<file path="config.mk">
export PLATFORM = sky130hd
export DESIGN_NAME = hhef_div
export DESIGN_NICKNAME = d
export VERILOG_FILES = /design/src/design/hhef_pkg.sv /design/src/design/hhef_div.sv
export SDC_FILE = /design/constraint.sdc
export NUM_CORES = 1
export LEC_CHECK = 0
export BUFFER_PORTS_ARGS = -buffer_cell sky130_fd_sc_hd__buf_4
export CAP_MARGIN = 10
export CORE_AREA = 2 2 109 111
export DETAILED_ROUTE_END_ITERATION = 10
export DIE_AREA = 0 0 111 113
export GPL_ROUTABILITY_DRIVEN = 0
export PLACE_DENSITY_LB_ADDON = 0.15
export SYNTH_ARGS = -nofsm -noshare
export SYNTH_HDL_FRONTEND = slang
export SYNTH_SLANG_ARGS = --single-unit
export TNS_END_PERCENT = 1
</file>
<file path="constraint.sdc">
create_clock -name i_clk -period 2.53 [get_ports i_clk]
set_input_delay 0.1265 -clock i_clk [delete_from_list [all_inputs] [get_ports i_clk]]
set_output_delay 0.1265 -clock i_clk [all_outputs]
set_load 0.01 [all_outputs]
</file>
<file path="src/design/hhef_pkg.sv">
// Shared types and constants of the half-height edge finder.
package hhef_pkg;

    // Configuration register indexes.
    localparam logic [1:0] CFG_THRESHOLD       = 2'd0;
    localparam logic [1:0] CFG_BASELINE        = 2'd1;
    localparam logic [1:0] CFG_TIME_PER_SAMPLE = 2'd2;
    localparam logic [1:0] CFG_TIME_OFFSET     = 2'd3;

    // Register reset values.
    localparam logic signed [15:0] THRESHOLD_RST = 16'sd100;
    localparam logic [19:0]        TPS_RST       = 20'd256;

    // Largest edge position (20 bits, 8 fractional).
    localparam int unsigned POS_MAX = 1048575;

    typedef enum logic [3:0] {
        ST_IDLE,
        ST_LOAD,
        ST_EVAL,
        ST_SCAN_RD,
        ST_SCAN_CHK,
        ST_PREV_RD,
        ST_PREV_CHK,
        ST_DIV_GO,
        ST_DIV_WAIT,
        ST_POS,
        ST_MUL,
        ST_TIME
    } t_state;

    // Status of the divider.
    typedef struct packed {
        logic busy;
        logic done;
    } t_div_status;

endpackage

</file>
<file path="src/design/hhef_div.sv">
// Iterative restoring divider, one quotient bit per cycle, unsigned operands.
module hhef_div #(
    parameter int NW = 42,
    parameter int DW = 26
) (
    input  logic                 i_clk,
    input  logic                 i_rst_n,
    input  logic                 i_start,
    input  logic [NW-1:0]        i_num,
    input  logic [DW-1:0]        i_den,
    output logic [NW-1:0]        o_quo,
    output logic                 o_rem_nz,
    output hhef_pkg::t_div_status o_status
);

    localparam int CNTW = $clog2(NW + 1);

    logic [NW-1:0]   r_quo, n_quo;
    logic [DW-1:0]   r_rem, n_rem;
    logic [DW-1:0]   r_den;
    logic [CNTW-1:0] r_cnt, n_cnt;
    logic            r_busy, n_busy;
    logic            r_done, n_done;
    logic [DW:0]     w_shift;
    logic [DW:0]     w_diff;

    always_comb begin
        w_shift = {r_rem, r_quo[NW-1]};
        w_diff  = w_shift - {1'b0, r_den};
        n_quo   = r_quo;
        n_rem   = r_rem;
        n_cnt   = r_cnt;
        n_busy  = r_busy;
        n_done  = 1'b0;
        if (i_start) begin
            n_quo  = i_num;
            n_rem  = '0;
            n_cnt  = '0;
            n_busy = 1'b1;
        end else if (r_busy) begin
            if (w_shift >= {1'b0, r_den}) begin
                n_rem = w_diff[DW-1:0];
                n_quo = {r_quo[NW-2:0], 1'b1};
            end else begin
                n_rem = w_shift[DW-1:0];
                n_quo = {r_quo[NW-2:0], 1'b0};
            end
            n_cnt = r_cnt + 1'b1;
            if (r_cnt == CNTW'(NW - 1)) begin
                n_busy = 1'b0;
                n_done = 1'b1;
            end
        end
    end

    always_ff @(posedge i_clk) begin
        if (!i_rst_n) begin
            r_busy <= 1'b0;
            r_done <= 1'b0;
            r_cnt  <= '0;
        end else begin
            r_busy <= n_busy;
            r_done <= n_done;
            r_cnt  <= n_cnt;
        end
        r_quo <= n_quo;
        r_rem <= n_rem;
        if (i_start) begin
            r_den <= i_den;
        end
    end

    assign o_quo           = r_quo;
    assign o_rem_nz        = (r_rem != '0);
    assign o_status.busy   = r_busy;
    assign o_status.done   = r_done;

endmodule

</file>
# After elaboration in Yosys (flattened, before gate mapping)
# Cells that the tools add are included.
# Widths: inputs -> output; s select.
totals:
  mem_count: 0
  mem_bits_rw: 0
  romBits: 0
  register_bits: 102
  latchBits: 0
  out_inout_bits: 45
classes:
  bitwise_logic: 2
  order_cmp: 1
  n_reduce_logical: 4
  multipliers: 0
  n_mux: 8
  eq_ne: 1
  shifts: 0
  div_mod_pow: 0
  addsub: 2
ops:
  columns: ["operator", "count"]
  rows:
  - ["$mux 42", 2]
  - ["$ge 27x26->1", 1]
  - ["$mux 26", 1]
  - ["$reduce_bool 26->1", 1]
  - ["$sub 26x26->26", 1]
  - ["$add 6x1->6 const B", 1]
  - ["$eq 6x6->1 const B", 1]
  - ["$mux 1", 5]
  - ["$reduce_or 3->1", 1]
  - ["$not 1->1", 2]
  - ["$reduce_bool 2->1", 1]
  - ["$reduce_or 2->1", 1]

# Longest topological paths before layout
# Gate-level depths: netlist of run 1.
logic_depth:
  word_depth: 4
  ltp_mapped: 13
  depth_no_buf: 12

# Worst setup path before layout of run 1
# No wires, ideal clock.
synth_path:
  path_type: "register to register"
  from: "register r_quo[41] (netlist: o_quo[41])"
  to: "register r_rem[22]"
  required_ns: 2.405
  path_buffers: 0
  path_stages_with_launch: 13
  slack_ns: -0.081
  arrival_ns: 2.486
  path_cell_list: "edfxtp_1 inv_1 ha_1 inv_1 fa_1 a211oi_1 nor2_1 nand2_1 a31oi_1 or4_1 o311ai_1 xor2_1 o31ai_1"
synth_between:
  elab_chain_cells: 2
  elab_cells_between_ends: 3
synth_rtl:
  columns: ["element", "line", "text"]
  rows:
  - ["start: declaration", "hhef_div.sv:18", "logic [NW-1:0] r_quo, n_quo;"]
  - ["start signal: assignment", "hhef_div.sv:66", "r_quo <= n_quo;"]
  - ["$sub 26x26->26 or $ge 27x26->1 (tied branches)", "hhef_div.sv:29, hhef_div.sv:41", null]
  - ["$mux 26 (*)", "hhef_div.sv:41", "if (w_shift >= {1'b0, r_den}) begin"]
  - ["end signal: assignment", "hhef_div.sv:67", "r_rem <= n_rem;"]
  - ["end: declaration", "hhef_div.sv:19", "logic [DW-1:0] r_rem, n_rem;"]
# Every way passes the cells marked *; elsewhere a longest branch is shown, timed or not.
# A chain may end at the register's enable or synchronous reset.

# Final worst setup path of run 1
layout_path:
  from: "register r_den[1]"
  to: "register r_rem[0]"
layout_between:
  elab_chain_cells: 2
layout_rtl:
  columns: ["element", "line", "text"]
  rows:
  - ["start: declaration", "hhef_div.sv:20", "logic [DW-1:0] r_den;"]
  - ["start signal: assignment", "hhef_div.sv:69", "r_den <= i_den;"]
  - ["$ge 27x26->1", "hhef_div.sv:41", null]
  - ["$mux 26", "hhef_div.sv:41", null]
# No other way between the ends.

==> impl_metrics.env, run 1 <==
export IMPL_dp_cells=801
export IMPL_dr_pass1_iters=5
export IMPL_finalCriticalPeriod_ps=2580
export IMPL_vias=4739
export IMPL_tightestPinTransition_ps=669
export IMPL_synth_compound_area_share_pct=14.1
export IMPL_synth_seq_cells=102
export IMPL_clk_latency_ps=360
export IMPL_drv_cap=0
export IMPL_synthMuxAreaShare_pct=11.3
export IMPL_tns_ps=-65.6
export IMPL_wirelength_um=14000
export IMPL_maxSlewViolCount=0
export IMPL_seqCellArea_um2=2720
export IMPL_placed_cell_area_um2=7030
export IMPL_dieArea_um2=12500
export IMPL_final_nets=812
export IMPL_synth_nets=606
export IMPL_antenna_found_initial=0
export IMPL_ys_async_sr_fraction_pct=0
export IMPL_synth_top_area_share_pct=36.4
export IMPL_ant_nets=0
export IMPL_worstSetupPathType="reg2reg"
export IMPL_grt_usage_pct=23.0
export IMPL_synth_area_per_cell_um2=11.1
export IMPL_synth_top_cell_by_area="edfxtp_1"
export IMPL_cts_root_buf="clkbuf_16"
export IMPL_cp_end_kind="flop"
export IMPL_synth_simple_area_share_pct=11.2
export IMPL_initial_utilization_pct=49.8
export IMPL_vias_per_cell=5.51
export IMPL_synthAdderAreaFrac_pct=6.59
export IMPL_numCtsBuffers=9
export IMPL_critPathArrivalTime_ps=2850
export IMPL_power_density_nw_per_um2=588
export IMPL_hold_path_class="in2reg"
export IMPL_relSlewSlack_pct=55.2
export IMPL_cts_tree="yes"
export IMPL_ys_flop_type="edfxtp_1"
export IMPL_rsz0062_at_grt="true"
export IMPL_fin_crit_sh_pct=102
export IMPL_hold_violations=0
export IMPL_syn_inst=506
export IMPL_setup_slack_ps=-47.2
export IMPL_gr_total_overflow=0
export IMPL_dp_hpwl_um=9860
export IMPL_portBuffers=115
export IMPL_instances_no_fill=860
export IMPL_yosys_warnings=0
export IMPL_wl_per_cell_um=16.3
export IMPL_h_tree_depth=3
export IMPL_cts_sinks=102
export IMPL_required_ps=2800
export IMPL_syn_cell_area_um2=5620
export IMPL_drive_above_1_share_pct=41.0
export IMPL_finalSetupViolCount=3
export IMPL_num_antenna_cells=0
export IMPL_synthTopCellsByArea="edfxtp_1, dfxtp_1, mux2_2"
export IMPL_drt_initial_drc_count=227
export IMPL_core_area_um2=11300
export IMPL_area_delta_synth_final_pct=41.5
export IMPL_multi_input_area_um2=2860
export IMPL_path_clk_slew_ps=70
export IMPL_cp_start_kind="flop"
export IMPL_worstPathMaxFanout=6
export IMPL_mostFrequentLayoutCell="buf_4"
export IMPL_synthXorXnorAreaFrac_pct=3.59
export IMPL_leakage_nw=3.46
export IMPL_status="finished with violations"
export IMPL_drc=0
export IMPL_grt_max_degree=43
export IMPL_fp_dieH_um=113
export IMPL_layout_cells_most_common_list="buf_4, edfxtp_1, mux2_2, nor2_1, dfxtp_1"
export IMPL_max_vdd_ir_drop_v=0.000789
export IMPL_fp_dieW_um=111
export IMPL_first_global_vias=4894
export IMPL_fill_cells=823
export IMPL_clk_path_buf_depth=2
export IMPL_seq_area_frac_synth_pct=48.5
export IMPL_final_util_pct=70.5
export IMPL_synth_edf_count=68
export IMPL_rows=39
export IMPL_fmax_mhz=388
export IMPL_power_total_mw=4.67
export IMPL_failed_checks="negative setup slack"
export IMPL_postLayoutCellArea_um2=7950
export IMPL_synth_cell_type_count=63
export IMPL_grt_pass1_wl_um=23100
export IMPL_ioPinCount=116
export IMPL_synth_top_family_by_area="compound AO/OA/AOI/OAI gates"
export IMPL_skew_ps=8.82
## registers in the layout (all words and copies together) (netlist names)
signal,flops
r_done,1
r_rem,26
o_quo,42
r_den,26
r_cnt,6
r_busy,1
## critical path, stage by stage (launching register included)
cell      delay [ps]
edfxtp_1         370
inv_2             90
ha_4             200
nor2b_4          120
o31a_1           260
o31ai_2          220
a31oi_1          140
o22a_2           230
o21ai_4          210
buf_12           160
mux2_4           310
a211oi_2         180
## cell usage after synthesis (12+ instances only)
| cell | number |
|---|---|
| mux2i_1 | 16 |
| a21oi_1 | 20 |
| clkbuf_1 | 12 |
| nand2_1 | 26 |
| nor2_1 | 39 |
| edfxtp_1 | 68 |
| inv_1 | 36 |
| xnor2_1 | 14 |
| a211oi_1 | 22 |
| ha_1 | 28 |
| dfxtp_1 | 34 |
| mux2_2 | 42 |
## path summary, 6_finish.rpt
kind	end	slack [ps]	cells past startpoint	startpoint
setup / recovery	r_rem[0]	-50	11	r_den[1]
hold / removal	o_quo[21]	60	2	i_num[21]
setup reg to reg	r_rem[0]	-50	11	r_den[1]
hold reg to reg	r_done	480	2	r_cnt[5]
## where the power goes
part / total (mW) / switching (mW) / internal (mW)
sequential: 2.02 / 0.0809 / 1.94
clock: 1.42 / 0.640 / 0.776
combinational: 1.24 / 0.579 / 0.659
total: 4.67 / 1.30 / 3.37
## cell families after synthesis
family,Yosys count
adder cells (fa/ha/maj),29
flip-flops,102
buffers and inverters,58
multiplexers,58
AO/OA/AOI/OAI,109
AND/OR/NAND/NOR,127
XOR/XNOR,23
## per-layer routing
layer,routed length [um],GRT usage (%)
met1,5900,27.3
met2,6690,39.1
met3,1020,7.12
met4,356,9.58
met5,0,0
## timing repair
action / 4_1_cts / 5_1_grt
cloned: 1 / 0
hold endpoints to repair: 27 / 0
setup endpoints to repair: 22 / 27
hold buffers: 27 / 0
setup buffers: 12 / 3
pin swaps: 17 / 15
resized for setup: 20 / 19
## final cells by class
type / instances / area share, %
clock inverter: 6 / 0.866
timing repair buffer: 217 / 22.0
tap: 143 / 2.25
multi-input combinational: 346 / 36.0
inverter: 36 / 1.70
clock buffer: 10 / 2.88
sequential: 102 / 34.3
## metrics by stage
| stage | hold slack, ps | setup slack (ps) |
|---|---|---|
| final | 64.3 | -47.2 |
| after global routing | 51.0 | -199 |
| after CTS | 47.5 | -45.6 |
| after detailed placement | 306 | -134 |
| after global placement | 305 | -91.1 |
| after floorplan | 225 | -13.3 |
Power figures use the tool's default switching activity.
==> inputs of run 2 (changes only) <==
CORE_AREA = 2 2 116 96   (was 2 2 109 111)
DIE_AREA = 0 0 118 98   (was 0 0 111 113)
clock period = 2.45 ns   (was 2.53 ns; I/O delays follow)
==> run 2 against run 1 <==
Effect of this change: the run still ends with negative setup slack left; via count rose by 2.1%; flip-flop and latch count unchanged; largest power group unchanged; largest cell class unchanged; clock power up 3%; die area is 7.8% lower; critical path type unchanged; cell area shrank 1.3%; fmax decreased by 0.49%; sequential share of layout area rose by 0.46 points; sequential power is 3% higher; critical endpoint unchanged.
==> impl_metrics.env, run 2 (synthesis gave the netlist of run 1 again) <==
export IMPL_status="finished with violations"
export IMPL_failed_checks="negative setup slack"
export IMPL_critPathArrivalTime_ps=2860
export IMPL_leakage_nw=3.43
export IMPL_setup_slack_ps=-140
export IMPL_initial_utilization_pct=53.5
export IMPL_rsz0062_at_grt="true"
export IMPL_whs_path_depth=2
export IMPL_final_nets=811
export IMPL_tns_ps=-1970
export IMPL_instances_no_fill=860
export IMPL_fin_crit_sh_pct=106
export IMPL_mostFrequentLayoutCell="buf_4"
export IMPL_hold_violations=0
export IMPL_cts_sinks=102
export IMPL_grt_max_degree=43
export IMPL_core_area_um2=10500
export IMPL_finalCriticalPeriod_ps=2590
export IMPL_h_tree_depth=3
export IMPL_power_total_mw=4.80
export IMPL_fill_cells=735
export IMPL_postLayoutCellArea_um2=7840
export IMPL_drive_above_1_share_pct=39.9
export IMPL_placed_cell_area_um2=7100
export IMPL_dp_hpwl_um=10100
export IMPL_required_ps=2720
export IMPL_rr_endpoint="r_rem[0]"
export IMPL_drc=0
export IMPL_cp_num_buf_inv=2
export IMPL_path_cells="inv_2, ha_4, nor2b_4, o31a_1, o31ai_2, a31oi_2, o22a_2, o21ai_4, buf_6, mux2_4, a211oi_2"
export IMPL_vias=4840
export IMPL_whs_endpoint="r_busy"
export IMPL_grt_pass1_wl_um=22900
export IMPL_wl_met1_um=6280
export IMPL_grt_usage_pct=24.8
export IMPL_wirelength_um=14500
export IMPL_fp_dieH_um=98
export IMPL_clk_latency_ps=350
export IMPL_fmax_mhz=386
export IMPL_wl_met3_um=888
export IMPL_cpMaxStageDelayCell="edfxtp_1"
export IMPL_gr_total_overflow=0
export IMPL_max_vdd_ir_drop_v=0.000491
export IMPL_final_util_pct=74.6
export IMPL_cts_root_buf="clkbuf_16"
export IMPL_route_met2_wl_um=6990
export IMPL_wl_per_cell_um=16.8
export IMPL_cts_tree="yes"
export IMPL_dr_pass1_iters=5
export IMPL_r2r_slack_ps=-140
export IMPL_worstPathMaxFanout=8
export IMPL_rr_worst_depth=11
export IMPL_area_delta_synth_final_pct=39.7
export IMPL_ant_nets=0
export IMPL_ioPinCount=116
export IMPL_vias_per_cell=5.63
export IMPL_path_clk_slew_ps=70
export IMPL_largest_register_ffs=42
export IMPL_clk_path_buf_depth=2
export IMPL_maxSlewViolCount=0
export IMPL_power_density_nw_per_um2=612
export IMPL_multi_input_area_um2=2790
export IMPL_r2r_start="r_den[1]"
export IMPL_antenna_found_initial=0
export IMPL_worstHoldStart="i_rst_n"
export IMPL_cpPeakStageDelay_ps=390
export IMPL_worstSetupPathType="reg2reg"
export IMPL_fp_dieW_um=118
export IMPL_skew_ps=6.54
export IMPL_layout_cells_most_common_list="buf_4, edfxtp_1, mux2_2, nor2_1"
export IMPL_hold_ws_ps=9.49
export IMPL_pre_cts_slack_ps=-216
export IMPL_cp_top_family="compound AO/OA/AOI/OAI gates"
export IMPL_rows=34
export IMPL_numCtsBuffers=9
export IMPL_portBuffers=115
export IMPL_highest_layer="met4"
export IMPL_drv_cap=0
export IMPL_dp_cells=813
export IMPL_hold_path_class="in2reg"
export IMPL_cp_start_kind="flop"
export IMPL_first_global_vias=4673
export IMPL_finalSetupViolCount=24
export IMPL_seqCellArea_um2=2720
export IMPL_dieArea_um2=11600
export IMPL_num_antenna_cells=0
export IMPL_tightestPinTransition_ps=569
export IMPL_relSlewSlack_pct=62.1
export IMPL_drt_initial_drc_count=322
export IMPL_cp_end_kind="flop"
-- run 2: power by group --
group | leakage [nW] | internal [mW] | total [mW] | switching (mW)
clock network | 0.143 | 0.827 | 1.46 | 0.633
registers | 0.956 | 2.00 | 2.08 | 0.0809
logic | 2.33 | 0.658 | 1.26 | 0.600
-- run 2: routing by layer --
metal / global-route usage, % / up-vias
li1: - / 2307
met1: 32.4 / 2326
met2: 42.0 / 170
met3: 4.56 / 37
met4: 7.88 / 0
met5: 0 / -
-- run 2: worst max-delay path by stage --
stage	to	slack, ps	cells after the start	start
floorplan	r_rem[0]	-70	11	r_den[1]
global placement	r_rem[17]	-130	11	r_den[1]
detailed placement	r_rem[24]	-220	13	o_quo[41]
CTS	r_rem[22]	-160	12	o_quo[41]
global route	r_rem[22]	-290	12	o_quo[41]
finish	r_rem[0]	-140	11	r_den[1]
-- run 2: cell type report --
type / instances / share of cell area (%)
clock buffers: 12 / 3.14
clock inverters: 4 / 0.702
inverters: 36 / 1.72
multi-input cells: 346 / 35.6
flip-flops and latches: 102 / 34.7
well taps: 144 / 2.30
repair buffers: 216 / 21.8
-- run 2: timing repair --
action | in CTS | in global routing
cloned | 0 | 0
gates resized for setup | 11 | 21
setup buffers | 4 | 1
hold buffers | 26 | 0
endpoints found under the setup margin | 27 | 27
pin swaps | 10 | 10
endpoints found under the hold margin | 26 | 0
